**src/sv/adsr_pkg.sv**
```systemverilog
// types, codes and tables of the adsr envelope generator
`default_nettype none
package adsr_pkg;

  localparam int unsigned CNT_W   = 15;
  localparam int unsigned LEVEL_W = 8;
  localparam int unsigned DIV_W   = 5;

  localparam logic [LEVEL_W-1:0] LEVEL_MAX = 8'hff;

  typedef enum logic [1:0] {
    REQ_TICK = 2'd0,
    REQ_CTRL = 2'd1,
    REQ_AD   = 2'd2,
    REQ_SR   = 2'd3
  } req_type_t;

  // phase codes as seen on the result channel
  localparam logic [1:0] PHASE_CODE_ATTACK  = 2'd0;
  localparam logic [1:0] PHASE_CODE_DECAY   = 2'd1;
  localparam logic [1:0] PHASE_CODE_SUSTAIN = 2'd2;
  localparam logic [1:0] PHASE_CODE_RELEASE = 2'd3;

  typedef enum logic [3:0] {
    PH_ATTACK  = 4'b0001,
    PH_DECAY   = 4'b0010,
    PH_SUSTAIN = 4'b0100,
    PH_RELEASE = 4'b1000
  } phase_t;

  typedef struct packed {
    req_type_t   req_type;
    logic [7:0]  write_data;
  } in_item_t;

  typedef struct packed {
    logic [7:0]  envelope_level;
    logic [1:0]  envelope_phase;
  } out_item_t;

  // rate periods in counter ticks
  function automatic logic [CNT_W-1:0] period_lookup(input logic [3:0] sel);
    logic [CNT_W-1:0] p;
    begin
      case (sel)
        4'd0:    p = 15'd8;
        4'd1:    p = 15'd32;
        4'd2:    p = 15'd63;
        4'd3:    p = 15'd95;
        4'd4:    p = 15'd150;
        4'd5:    p = 15'd220;
        4'd6:    p = 15'd267;
        4'd7:    p = 15'd314;
        4'd8:    p = 15'd393;
        4'd9:    p = 15'd942;
        4'd10:   p = 15'd1961;
        4'd11:   p = 15'd3138;
        4'd12:   p = 15'd3922;
        4'd13:   p = 15'd11765;
        4'd14:   p = 15'd19608;
        default: p = 15'd31373;
      endcase
      return p;
    end
  endfunction

  // divider period, longer as the level approaches zero
  function automatic logic [DIV_W-1:0] exp_period(input logic [LEVEL_W-1:0] lv);
    logic [DIV_W-1:0] p;
    begin
      case (lv) inside
        [8'd94:8'd255]: p = 5'd1;
        [8'd55:8'd93]:  p = 5'd2;
        [8'd27:8'd54]:  p = 5'd4;
        [8'd15:8'd26]:  p = 5'd8;
        [8'd7:8'd14]:   p = 5'd16;
        [8'd1:8'd6]:    p = 5'd30;
        default:        p = 5'd1;
      endcase
      return p;
    end
  endfunction

  function automatic logic [1:0] phase_code(input phase_t ph);
    logic [1:0] c;
    begin
      case (ph)
        PH_ATTACK:  c = PHASE_CODE_ATTACK;
        PH_DECAY:   c = PHASE_CODE_DECAY;
        PH_SUSTAIN: c = PHASE_CODE_SUSTAIN;
        default:    c = PHASE_CODE_RELEASE;
      endcase
      return c;
    end
  endfunction

endpackage
`default_nettype wire

```
**src/sv/adsr_envelope_generator_unit.sv**
```systemverilog
// top level of the adsr envelope generator: input stage, update logic, result register
//
//   channel | handshake            | payload
//   --------+----------------------+--------------------------------------
//   in      | in_valid / in_ready  | in_data  (req_type, write_data)
//   out     | out_valid / out_ready| out_data (envelope_level, envelope_phase)
//
// one item per cycle sustained while the output is drained
// the input register feeds the state update, whose result lands in the output register
// rst (synchronous) empties both stages and loads the release phase at level zero
// a stalled output holds its result; the input stage keeps one more item meanwhile
`default_nettype none
module adsr_envelope_generator_unit
  import adsr_pkg::*;
(
  input  wire logic      clk,
  input  wire logic      rst,
  input  wire logic      in_valid,
  output logic           in_ready,
  input  wire in_item_t  in_data,
  output logic           out_valid,
  input  wire logic      out_ready,
  output out_item_t      out_data
);

  logic      item_valid;
  in_item_t  item;
  logic      advance;
  out_item_t result;

  // the update stage moves whenever the output register is free or being drained
  assign advance  = item_valid && (!out_valid || out_ready);
  assign in_ready = !item_valid || advance;

  always_ff @(posedge clk) begin
    if (rst) begin
      item_valid <= 1'b0;
    end else if (in_ready) begin
      item_valid <= in_valid;
    end
  end

  always_ff @(posedge clk) begin
    if (in_ready && in_valid) begin
      item <= in_data;
    end
  end

  adsr_core u_core (
    .clk    (clk),
    .rst    (rst),
    .step   (advance),
    .item   (item),
    .result (result)
  );

  always_ff @(posedge clk) begin
    if (rst) begin
      out_valid <= 1'b0;
    end else if (advance) begin
      out_valid <= 1'b1;
    end else if (out_ready) begin
      out_valid <= 1'b0;
    end
  end

  always_ff @(posedge clk) begin
    if (advance) begin
      out_data <= result;
    end
  end

endmodule
`default_nettype wire

```
**src/sv/adsr_core.sv**
```systemverilog
// envelope state and the per-item update logic
`default_nettype none
module adsr_core
  import adsr_pkg::*;
(
  input  wire logic      clk,
  input  wire logic      rst,
  input  wire logic      step,
  input  wire in_item_t  item,
  output out_item_t      result
);

  logic [CNT_W-1:0]   rate_counter, rate_counter_next;
  phase_t             phase, phase_next;
  logic [LEVEL_W-1:0] level, level_next;
  logic               floor_hold, floor_hold_next;
  logic [DIV_W-1:0]   exp_divider, exp_divider_next;
  logic [CNT_W-1:0]   attack_threshold, attack_threshold_next;
  logic [CNT_W-1:0]   decay_threshold, decay_threshold_next;
  logic [CNT_W-1:0]   release_threshold, release_threshold_next;
  logic [LEVEL_W-1:0] sustain_level, sustain_level_next;
  logic               gate_bit, gate_bit_next;

  logic [CNT_W-1:0]   cnt_inc;
  logic [CNT_W-1:0]   active_thr;
  logic               thr_match;
  logic [DIV_W-1:0]   div_inc;
  logic               div_fires;
  logic [LEVEL_W-1:0] level_up;

  always_comb begin
    cnt_inc   = rate_counter + 1'b1;
    case (phase)
      PH_ATTACK:  active_thr = attack_threshold;
      PH_DECAY:   active_thr = decay_threshold;
      PH_SUSTAIN: active_thr = decay_threshold;
      default:    active_thr = release_threshold;
    endcase
    thr_match = (cnt_inc == active_thr);
    div_inc   = exp_divider + 1'b1;
    div_fires = (div_inc >= exp_period(level));
    level_up  = (level != LEVEL_MAX) ? level + 1'b1 : level;
  end

  always_comb begin
    rate_counter_next      = rate_counter;
    phase_next             = phase;
    level_next             = level;
    floor_hold_next        = floor_hold;
    exp_divider_next       = exp_divider;
    attack_threshold_next  = attack_threshold;
    decay_threshold_next   = decay_threshold;
    release_threshold_next = release_threshold;
    sustain_level_next     = sustain_level;
    gate_bit_next          = gate_bit;

    case (item.req_type)
      REQ_TICK: begin
        rate_counter_next = thr_match ? '0 : cnt_inc;
        case (phase)
          PH_ATTACK: begin
            if (thr_match && !floor_hold) begin
              level_next       = level_up;
              exp_divider_next = '0;
              if (level_up == LEVEL_MAX) begin
                phase_next = PH_DECAY;
              end
            end
          end
          PH_DECAY: begin
            if (thr_match) begin
              exp_divider_next = div_fires ? '0 : div_inc;
              if (div_fires && !floor_hold) begin
                if (level != sustain_level) begin
                  level_next = level - 1'b1;
                end else begin
                  phase_next = PH_SUSTAIN;
                end
              end
            end
          end
          PH_SUSTAIN: begin
            if (level > sustain_level) begin
              phase_next = PH_DECAY;
            end
          end
          default: begin
            // release has no floor: an unlocked step at zero wraps to full scale
            if (thr_match) begin
              exp_divider_next = div_fires ? '0 : div_inc;
              if (div_fires && !floor_hold) begin
                level_next = level - 1'b1;
              end
            end
          end
        endcase
        if (level_next == '0 && level != '0) begin
          floor_hold_next = 1'b1;
        end
      end
      REQ_CTRL: begin
        gate_bit_next = item.write_data[0];
        if (!gate_bit && item.write_data[0]) begin
          phase_next      = PH_ATTACK;
          floor_hold_next = 1'b0;
        end else if (gate_bit && !item.write_data[0]) begin
          phase_next = PH_RELEASE;
        end
      end
      REQ_AD: begin
        attack_threshold_next = period_lookup(item.write_data[7:4]);
        decay_threshold_next  = period_lookup(item.write_data[3:0]);
      end
      default: begin
        sustain_level_next     = {item.write_data[7:4], item.write_data[7:4]};
        release_threshold_next = period_lookup(item.write_data[3:0]);
      end
    endcase
  end

  always_ff @(posedge clk) begin
    if (rst) begin
      rate_counter      <= '0;
      phase             <= PH_RELEASE;
      level             <= '0;
      floor_hold        <= 1'b1;
      exp_divider       <= '0;
      attack_threshold  <= '0;
      decay_threshold   <= '0;
      release_threshold <= '0;
      sustain_level     <= '0;
      gate_bit          <= 1'b0;
    end else if (step) begin
      rate_counter      <= rate_counter_next;
      phase             <= phase_next;
      level             <= level_next;
      floor_hold        <= floor_hold_next;
      exp_divider       <= exp_divider_next;
      attack_threshold  <= attack_threshold_next;
      decay_threshold   <= decay_threshold_next;
      release_threshold <= release_threshold_next;
      sustain_level     <= sustain_level_next;
      gate_bit          <= gate_bit_next;
    end
  end

  assign result.envelope_level = level_next;
  assign result.envelope_phase = phase_code(phase_next);

endmodule
`default_nettype wire

```
**config.mk**
```make
export PLATFORM = sky130hd
export DESIGN_NAME = adsr_envelope_generator_unit
export DESIGN_NICKNAME = d
export VERILOG_FILES = /design/src/sv/adsr_pkg.sv /design/src/sv/adsr_envelope_generator_unit.sv /design/src/sv/adsr_core.sv
export SDC_FILE = /design/constraint.sdc
export NUM_CORES = 1
export LEC_CHECK = 0
export BUFFER_PORTS_ARGS = -buffer_cell sky130_fd_sc_hd__buf_2
export CELL_PAD_IN_SITES_DETAIL_PLACEMENT = 2
export CELL_PAD_IN_SITES_GLOBAL_PLACEMENT = 2
export CORE_UTILIZATION = 41
export CTS_CLUSTER_SIZE = 20
export DETAILED_ROUTE_END_ITERATION = 16
export GPL_ROUTABILITY_DRIVEN = 0
export HOLD_SLACK_MARGIN = 0.12
export MAX_ROUTING_LAYER = met4
export PLACE_DENSITY_LB_ADDON = 0.1
export SYNTH_ARGS = -nofsm -noshare
export SYNTH_HDL_FRONTEND = slang
export SYNTH_SLANG_ARGS = --single-unit
```
**constraint.sdc**
```tcl
create_clock -name clk -period 9 [get_ports clk]
set_input_delay 0.45 -clock clk [delete_from_list [all_inputs] [get_ports clk]]
set_output_delay 0.45 -clock clk [all_outputs]
set_load 0.01 [all_outputs]
```
-- Word level (Yosys, flattened, before mapping)
Memories as Yosys holds them, arrays and structs flattened. A register that Yosys moved wholly into a read port is not among the register bits.
Index checks and enable logic that the tools add are counted.
- register bits after elaboration: 64
- bits in read-only memories: 720
- input bits: 14
- output and inout port bits: 12
- word-level logic and storage cells: 123
- memories kept: 3
- memory list (memory ; words ; bits a word ; read ports ; clocked after memory_dff ; write ports ; line ; RTL):
    (no name shown) ; 16 ; 15 ; 1 ; 1 ; 0 ; adsr_pkg.sv:45 ; case (sel)
    (no name shown) ; 16 ; 15 ; 1 ; 1 ; 0 ; adsr_pkg.sv:45 ;
    (no name shown) ; 16 ; 15 ; 1 ; 1 ; 0 ; adsr_pkg.sv:45 ;
- add/subtract/negate cells: 4
- $lt $le $gt $ge: 14
- equality and inequality tests: 15
- mux-type cells: 38
- bitwise operators: 2
- reduce and logical (&&, ||, !) cells: 34
- operator list (kind ; count):
    8-bit 2-to-1 mux ; 9
    5-bit 2-to-1 mux ; 9
    4-bit 2-to-1 mux ; 8
    15-bit one-hot mux with 2 select lines ; 1
    8-bit one-hot mux with 3 select lines ; 1
    15-bit by 1-bit adder with 15-bit output (second input constant) ; 1
    15-bit equality test ; 1
    15-bit 2-to-1 mux ; 1
    1-bit logical AND ; 13
    4-bit one-hot mux with 3 select lines ; 1
    5-bit one-hot mux with 2 select lines ; 1
    8-bit by 1-bit adder with 8-bit output (second input constant) ; 1
    4-bit by 1-bit equality test with 1-bit output (second input constant) ; 2
    4-bit by 2-bit equality test with 1-bit output (second input constant) ; 2
    4-bit by 3-bit equality test with 1-bit output (second input constant) ; 2
    8-bit equality test (second input constant) ; 1
    8-bit by 1-bit >= comparator with 1-bit output (second input constant) ; 1
    8-bit by 3-bit >= comparator with 1-bit output (second input constant) ; 1
    8-bit by 4-bit >= comparator with 1-bit output (second input constant) ; 1
    8-bit by 5-bit >= comparator with 1-bit output (second input constant) ; 1
    8-bit by 6-bit >= comparator with 1-bit output (second input constant) ; 1
    8-bit by 7-bit >= comparator with 1-bit output (second input constant) ; 1
    8-bit > comparator ; 1
    8-bit by 3-bit less-or-equal comparator with 1-bit output (second input constant) ; 1
    other kinds (29) ; 45

-- Depth between registers and ports, before layout
Gate-level depths: netlist of run 1.
- word-level depth: 18
- depth in mapped cells: 23
- depth with buffers taken out: 21

-- Modules after synthesis
A second synthesis of run 1 with hierarchy kept.
- cells, all modules: 943
- area, all modules: 7437.1 um^2
- modules (own cells, without submodules) (module ; times used ; cells each ; area an instance (um^2) ; seq. area each (um^2)):
    adsr_core ; 1 ; 913 ; 6732.7 ; 1661.6
    adsr_envelope_generator_unit ; 1 ; 30 ; 704.4 ; 640.6

-- Least setup slack after synthesis of run 1
OpenSTA, ideal clock, no wires.
- path type: reg-to-reg
- from: register u_core.level[1]
- to: register u_core.floor_hold
- setup time: 0.087 ns
- arrival: 4.018 ns
- required time: 8.913 ns
- path slack: 4.895 ns
- stages on the path, launching flop included: 24
- path buffers: 2
- period minus slack after synthesis: 4.105 ns
- path through: dfxtp_1 > clkbuf_1 > inv_1 > ha_1 > clkbuf_1 > nor3_1 > a21oi_1 > a21oi_1 > or2_2 > inv_1 > o21ai_0 > ha_1 > nor2b_1 > o21ai_0 > nand3_1 > nand2_1 > nand2b_1 > or2_2 > nor2_4 > o211ai_1 > o32a_1 > and4bb_1 > nand4_1 > o31ai_1
- longest elaborated chain between the ends: 18
- elaborated cells between the ends (all ways): 44
- those cells by class: add/sub (2); order compare (13); eq/ne (3); mux (15); reduce/logical (11)
- RTL lines (item ; line ; RTL):
    from (decl) ; adsr_core.sv:15 ; logic [LEVEL_W-1:0] level, level_next;
    from (signal assigned) ; adsr_core.sv:136 ; level <= level_next;
    8-bit by 1-bit >= comparator with 1-bit output (not written as such) or 8-bit by 3-bit less-or-equal comparator with 1-bit output (tied branches) ; adsr_core.sv:41 ; div_fires = (div_inc >= exp_period(level));
    1-bit logical AND (not written as such) ; adsr_core.sv:41 ;
    5-bit 2-to-1 mux (6 in a row) ; adsr_pkg.sv:71 ; case (lv) inside
    5-bit >= comparator ; adsr_core.sv:41 ;
    1-bit logical AND ; adsr_core.sv:73, adsr_core.sv:91 ;
    8-bit 2-to-1 mux, on equally long branches ; adsr_core.sv:91, adsr_core.sv:73 ;
    8-bit 2-to-1 mux, on equally long branches ; adsr_core.sv:89, adsr_core.sv:71 ;
    8-bit one-hot mux with 3 select lines ; adsr_core.sv:60 ; case (phase)
    8-bit 2-to-1 mux ; adsr_core.sv:57 ; case (item.req_type)
    8-bit zero test ; adsr_core.sv:97 ; if (level_next == '0 && level != '0) begin
    1-bit logical AND * ; adsr_core.sv:97 ;
    2-bit by 1-bit != test with 1-bit output (no line) * ; - ;
    4-bit AND reduction (no line) * ; - ;
    to (signal assigned) ; adsr_core.sv:137 ; floor_hold <= floor_hold_next;
    to (decl) ; adsr_core.sv:16 ; logic floor_hold, floor_hold_next;
Every way passes the cells marked *; elsewhere a longest branch is shown, timed or not. The select of a mux whose other input is x is not followed.
A chain may end at the register's enable or synchronous reset.

==> impl_metrics.csv, run 1 <==
group,metric,value,unit
status,status,"finished clean",
sta,min_period_over_period,0.592,
clocking,clk_pin_slew_worst_paths,0.07,ns
route,dr_total_vias,6716,
logic_synthesis,yosys_warnings,0,
setup_path,cp_top_family,"simple AND/OR/NAND/NOR gates",
setup_path,worstPathRequired,9.08,ns
setup_path,critPathMaxStageDelay,0.89,ns
power,p_leak,2.64,nW
logic_synthesis,synth.area.top_cells,"dfxtp_1 (24%), edfxtp_1 (8.4%), ha_1 (7.0%)",
setup_path,r2r_end,"out_data[5]",
logic_synthesis,synth-seq-area-share,0.322,
sta,fin_crit,5.33,ns
clocking,cts_tree,"yes",
logic_synthesis,yosys.area_share.simple,0.277,
setup_path,worstPathMaxFanout,24,
hold_path,hold_end,"item[7]",
hold_path,hp-class,"primary input to register",
logic_synthesis,postSynth.asyncResetShare,0,
clocking,cts.sinks,105,
route,ant_nets,0,
floorplan,start_util,0.425,
logic_synthesis,synth_area_per_cell,7.91,um^2
setup_path,start_kind,"register",
global_route,grt_pass1_vias,7350,
logic_synthesis,ys_ff_latch,105,
setup_path,critPathCaptureType,"register",
sta,slew_viol_final,0,
floorplan,die_y,134,um
clocking,numCtsBuffers,9,
setup_path,reg2reg_depth,11,
floorplan,die_width,134,um
clocking,htreeDepth,3,
sta,worst_slew_pin_slew,0.956,ns
hold_path,worstHoldStart,"in_data[7]",
floorplan,boundaryPins,26,
global_route,grt_pass1_wl,40200,um
power,ir_drop,0.0859,mV
logic_synthesis,muxShareOfSynthArea,0.0282,
global_route,antenna_found_initial,2,
sta,hold_violations,0,
logic_synthesis,yosysUniqueCellTypes,78,
global_route,grt_max_degree,86,
route,first_pass_iters,5,
sta,fmax,188,MHz
clocking,root_buffer,"clkbuf_16",
hold_path,hold_depth,1,
global_route,overflow,0,
logic_synthesis,syn_area,7150,um^2
route,viasPerCell,6.08,
sta,setup_viol,0,
finish,regArea,2300,um^2
sta,tns,0,ns
placement,io_buffers,25,
clocking,clk_path_buf_depth,2,
flow_run,maxCapViolations,0,
logic_synthesis,synth_top_area_frac,0.238,
route,first_iter_violations,293,
logic_synthesis,netlist_instances,903,
setup_path,crit_slowest_cell,"nor4b_4",
logic_synthesis,synth-compound-area-share,0.199,
route,finalWirelength,24800,um
logic_synthesis,synth-main-ff-cell,"dfxtp_1",
finish,multiInputGateArea,4490,um^2
setup_path,r2r_start,"u_core.phase[1]",
clocking,cts_resized,0,
route,drc,0,
logic_synthesis,synth_top_area_cell,"dfxtp_1",
logic_synthesis,synth_edf_count,20,
sta,max_slew_margin,0.362,
finish,final_cell_mix,"nand2_1 (114), nor2_1 (92), a21oi_1 (85), dfxtp_1 (85), o21ai_0 (46)",
logic_synthesis,synthesis.nets,957,
power,fin_total_pwr,1.05,mW
logic_synthesis,synthXorXnorAreaFrac,0.0545,
setup_path,path_buf_inv,0,
floorplan,rows,47,
sta,clock_skew,0.0128,ns
setup_path,crit_type,"register to register",
logic_synthesis,synth_top_family_by_area,"simple AND/OR/NAND/NOR gates",
finish,fill_cells,1941,
clocking,post_cts_buffers,0,
floorplan,die_area,18000,um^2
finish,nNetsFinal,932,
setup_path,crit_arrival,5.41,ns
power,p_per_area,138,nW/um^2
finish,drive_gt1_frac,0.0861,
clocking,cts_hold_buf,0,
floorplan,core,16800,um^2
logic_synthesis,synthAdderAreaFrac,0.0700,
finish,area.growth.synth_to_final,6.39,%
placement,dp_hpwl,18000,um
global_route,grt_usage,0.299,
setup_path,rrSetupSlack,3.67,ns
sta,rsz0062_at_grt,"false",
clocking,clock_latency,0.36,ns
setup_path,path_cells,"nor4b_4 > a21oi_2 > a221oi_1 > xnor2_1 > nor4_1 > nand4_4 > nor2_2 > nand2_1 > o31ai_1 > a21oi_1 > o311ai_0",
route,wl_per_cell,22.4,um
finish,layout.cells.most_common,"nand2_1",
power breakdown:
part / switching, mW / internal [mW]
sequential: 0.0271 / 0.491
combinational: 0.0903 / 0.0479
clock: 0.195 / 0.200
cells in the mapped netlist, types with 5 or more instances:
cell type  instances
dfxtp_1           85
mux2i_1           10
nand3_1           33
nor3b_1            7
o21ai_0           46
nand2_1          114
a211oi_1          21
nand2b_1           9
nor4_1             9
or3_1             12
a221oi_1          12
nand3b_1           7
o31ai_1            9
inv_1             23
buf_2              5
and3_1             9
edfxtp_1          20
nand4_1           15
a311oi_1           5
xnor2_1           29
or2_2              8
a21oi_1           85
a21boi_0           7
nor3_1            25
nor2_1            93
ha_1              40
a31oi_1            8
xor2_1             9
nor2b_1           16
clkbuf_1          53
metrics by stage:
step           instances  setup WS [ns]  utilization  cell area (um^2)  hold slack, ns
3_3_place_gp        1087           4.18        0.435              7310           0.454
5_1_grt             1105           3.27        0.452              7600           0.248
2_1_floorplan        903           4.90            -              7150           0.427
6_report            1105           3.67        0.452              7600           0.259
4_1_cts             1103           3.80        0.452              7600           0.249
3_5_place_dp        1087           3.91        0.435              7310           0.461
worst register-to-register path: stages (launching register included):
cell      delay, ns
dfxtp_1        0.57
nor4b_4        0.90
a21oi_2        0.32
a221oi_1       0.54
xnor2_1        0.16
nor4_1         0.47
nand4_4        0.50
nor2_2         0.43
nand2_1        0.14
o31ai_1        0.26
a21oi_1        0.13
o311ai_0       0.62
sequential cells by signal (all words and copies together), names as in the netlist:
name,flops
item,10
out_data,10
item_valid,1
u_core.decay_threshold,15
u_core.phase,4
u_core.release_threshold,15
u_core.sustain_level,4
out_valid,1
u_core.rate_counter,15
u_core.exp_divider,5
u_core.level,8
u_core.attack_threshold,15
u_core.gate_bit,1
u_core.floor_hold,1
cell type report:
cell class,instances,share of cell area
diodes,2,0.000658
clock buffers,10,0.0314
clock inverters,6,0.00642
inverters,24,0.0118
multi-input cells,710,0.591
flip-flops and latches,105,0.303
well taps,220,0.0362
repair buffers,28,0.0194
worst max-delay path by stage:
stage	start	end	cells after the start
4_1_cts	u_core.phase[0]	out_data[5]	11
2_1_floorplan	u_core.level[1]	u_core.floor_hold	23
3_3_place_gp	u_core.phase[1]	out_data[5]	11
3_5_place_dp	u_core.phase[0]	out_data[5]	11
5_1_grt	u_core.phase[0]	out_data[5]	11
6_report	u_core.phase[1]	out_data[5]	11
cell families (layout without fill, tap and decap cells):
logic type / after synthesis / after routing
and+or+nand+nor: 386 / 386
AOI/OAI and AO/OA: 228 / 228
DFF: 105 / 105
buffers and inverters: 88 / 68
xor gates and xnor gates: 41 / 41
adders and majority gates: 40 / 40
muxes: 15 / 15
other: 0 / 2
metal layers:
metal,up-vias,wire length (um),global-route usage
met1,3350,10800,0.345
met3,59,687,0.0397
met2,122,12400,0.519
li1,3185,-,-
met5,-,0,-
met4,0,895,0.128
Power figures use the tool's default switching activity.
==> inputs of run 2 (changes only) <==
--- a/config.mk
+++ b/config.mk
@@ -8,7 +8,7 @@
 export BUFFER_PORTS_ARGS = -buffer_cell sky130_fd_sc_hd__buf_2
 export CELL_PAD_IN_SITES_DETAIL_PLACEMENT = 2
 export CELL_PAD_IN_SITES_GLOBAL_PLACEMENT = 2
-export CORE_UTILIZATION = 41
+export CORE_UTILIZATION = 38
 export CTS_CLUSTER_SIZE = 20
 export DETAILED_ROUTE_END_ITERATION = 16
 export GPL_ROUTABILITY_DRIVEN = 0
==> constraint.sdc (replaced) <==
create_clock -name clk -period 5.45 [get_ports clk]
set_input_delay 0.2725 -clock clk [delete_from_list [all_inputs] [get_ports clk]]
set_output_delay 0.2725 -clock clk [all_outputs]
set_load 0.01 [all_outputs]
==> run 2 against run 1 <==
Against the previous run:
- the flow now finishes with violations (DRC)
- routed wire length rose by 3.2%
- power rose by 70%
- global-route usage fell by 1.6 points
- non-clock buffer count rose by 22
- register-to-register slack got worse by 3.2 ns
- sequential cell count did not move
- via count rose by 1.2%
- maximum frequency rose by 6.0%
- final area rose by 2.8%
- critical path depth rose by 2
- die area rose by 7.8%
- worst hold slack got worse by 0.11 ns
- critical path type unchanged
- largest cell class unchanged
- largest power group unchanged
==> impl_metrics.csv, run 2 (synthesized netlist as in run 1, its figures left out) <==
group,metric,value,unit
clocking,cts_tree,"yes",
placement,dp_hpwl,19000,um
placement,dp.cells,1108,
finish,instances_no_fill,1135,
route,dr_total_vias,6796,
sta,tns,0,ns
setup_path,worstPathRequired,5.73,ns
sta,rsz0062_at_grt,"false",
hold_path,hp-class,"primary input to register",
sta,hold_violations,0,
global_route,overflow,0,
clocking,root_buffer,"clkbuf_16",
floorplan,die_area,19400,um^2
floorplan,start_util,0.392,
finish,area.growth.synth_to_final,9.42,%
sta,worst_slew_pin_slew,1.22,ns
sta,clock_skew,0.00989,ns
finish,final_cell_mix,"nand2_1 (114), nor2_1 (92), a21oi_1 (85), dfxtp_1 (85), o21ai_0 (46)",
clocking,htreeDepth,3,
sta,fmax,199,MHz
floorplan,core,18200,um^2
status,status,"finished, violations left",
clocking,cts.sinks,105,
route,finalWirelength,25600,um
global_route,antenna_found_initial,1,
route,first_iter_violations,286,
clocking,clock_latency,0.36,ns
finish,fill_cells,2091,
sta,fin_crit,5.03,ns
global_route,grt_max_degree,86,
sta,setup_viol,0,
global_route,grt_pass1_wl,41200,um
floorplan,die_width,139,um
route,drc,1,
clocking,cts_resized,0,
finish,layout.cells.most_common,"nand2_1",
sta,min_period_over_period,0.922,
finish,drive_gt1_frac,0.0972,
floorplan,boundaryPins,26,
global_route,grt_usage,0.282,
floorplan,die_y,139,um
finish,nNetsFinal,954,
flow_run,maxCapViolations,0,
power,p_leak,2.75,nW
sta,slew_viol_final,0,
floorplan,rows,49,
route,ant_nets,0,
setup_path,crit_arrival,5.31,ns
setup_path,worstPathMaxFanout,20,
status,violations,"DRC",
route,viasPerCell,5.99,
power,ir_drop,0.137,mV
setup_path,crit_type,"register to register",
route,first_pass_iters,10,
global_route,grt_pass1_vias,7446,
sta,holdWs,0.153,ns
clocking,clk_pin_slew_worst_paths,0.08,ns
route,wl_per_cell,22.5,um
setup_path,critPathCaptureType,"register",
sta,max_slew_margin,0.189,
setup_path,start_kind,"register",
clocking,clk_path_buf_depth,2,
clocking,numCtsBuffers,9,
power,p_per_area,229,nW/um^2
placement,io_buffers,25,
## run 2: area by class of cell
type	instances	area (um^2)	area share
Antenna cell	1	2.50	0.000320
Clock buffer	10	229	0.0293
Clock inverter	6	76.3	0.00976
Inverter	24	90.1	0.0115
Multi-Input combinational cell	710	4490	0.575
Sequential cell	105	2300	0.294
Tap cell	229	287	0.0366
Timing Repair Buffer	50	338	0.0432
## run 2: per-stage QoR
step	setup WS [ns]	utilization	instance area [um^2]	power, mW
after floorplan	1.35	-	7150	1.02
after global placement	0.593	0.407	7410	1.09
after detailed placement	0.435	0.407	7410	1.11
after CTS	0.395	0.429	7820	1.81
after global routing	0.0157	0.429	7820	1.86
final	0.424	0.429	7820	1.79
## run 2: worst max-delay path, cell delays in order, from the launching register on
cell and delay [ns]:
dfxtp_1 0.84, xor2_2 0.48, a21oi_2 0.15, buf_4 0.24, a221oi_1 0.46, xnor2_1 0.17
nor4_1 0.48, nand4_4 0.40, nor2_2 0.40, a41o_1 0.22, nand4_1 0.09, o21ai_0 0.59
nand4_1 0.17, o31ai_1 0.25
## run 2: final timing paths
kind / from / endpoint / slack [ns] / cells after the start
worst max-delay path: u_core.phase[1] / u_core.floor_hold / 0.42 / 13
worst min-delay path: in_valid / item_valid / 0.15 / 3
worst max register to register: u_core.phase[1] / u_core.floor_hold / 0.42 / 13
worst min register to register: u_core.release_threshold[4] / u_core.release_threshold[4] / 0.46 / 2
## run 2: routing by layer
metal	vias to the layer above	wire [um]	global-route usage
li1	3226	-	-
met1	3416	10800	0.314
met2	103	13200	0.498
met3	51	600	0.0397
met4	0	960	0.133
met5	-	0	-
## run 2: power breakdown
group	total (mW)	leakage, nW	switching (mW)	internal [mW]
combinational	0.245	1.72	0.158	0.0872
sequential	0.850	0.877	0.0379	0.812
clock	0.692	0.152	0.328	0.365
## run 2: timing repair
item                      CTS  global route
hold buffers               10             0
hold endpoints to repair   10             0
buffers inserted            0             0
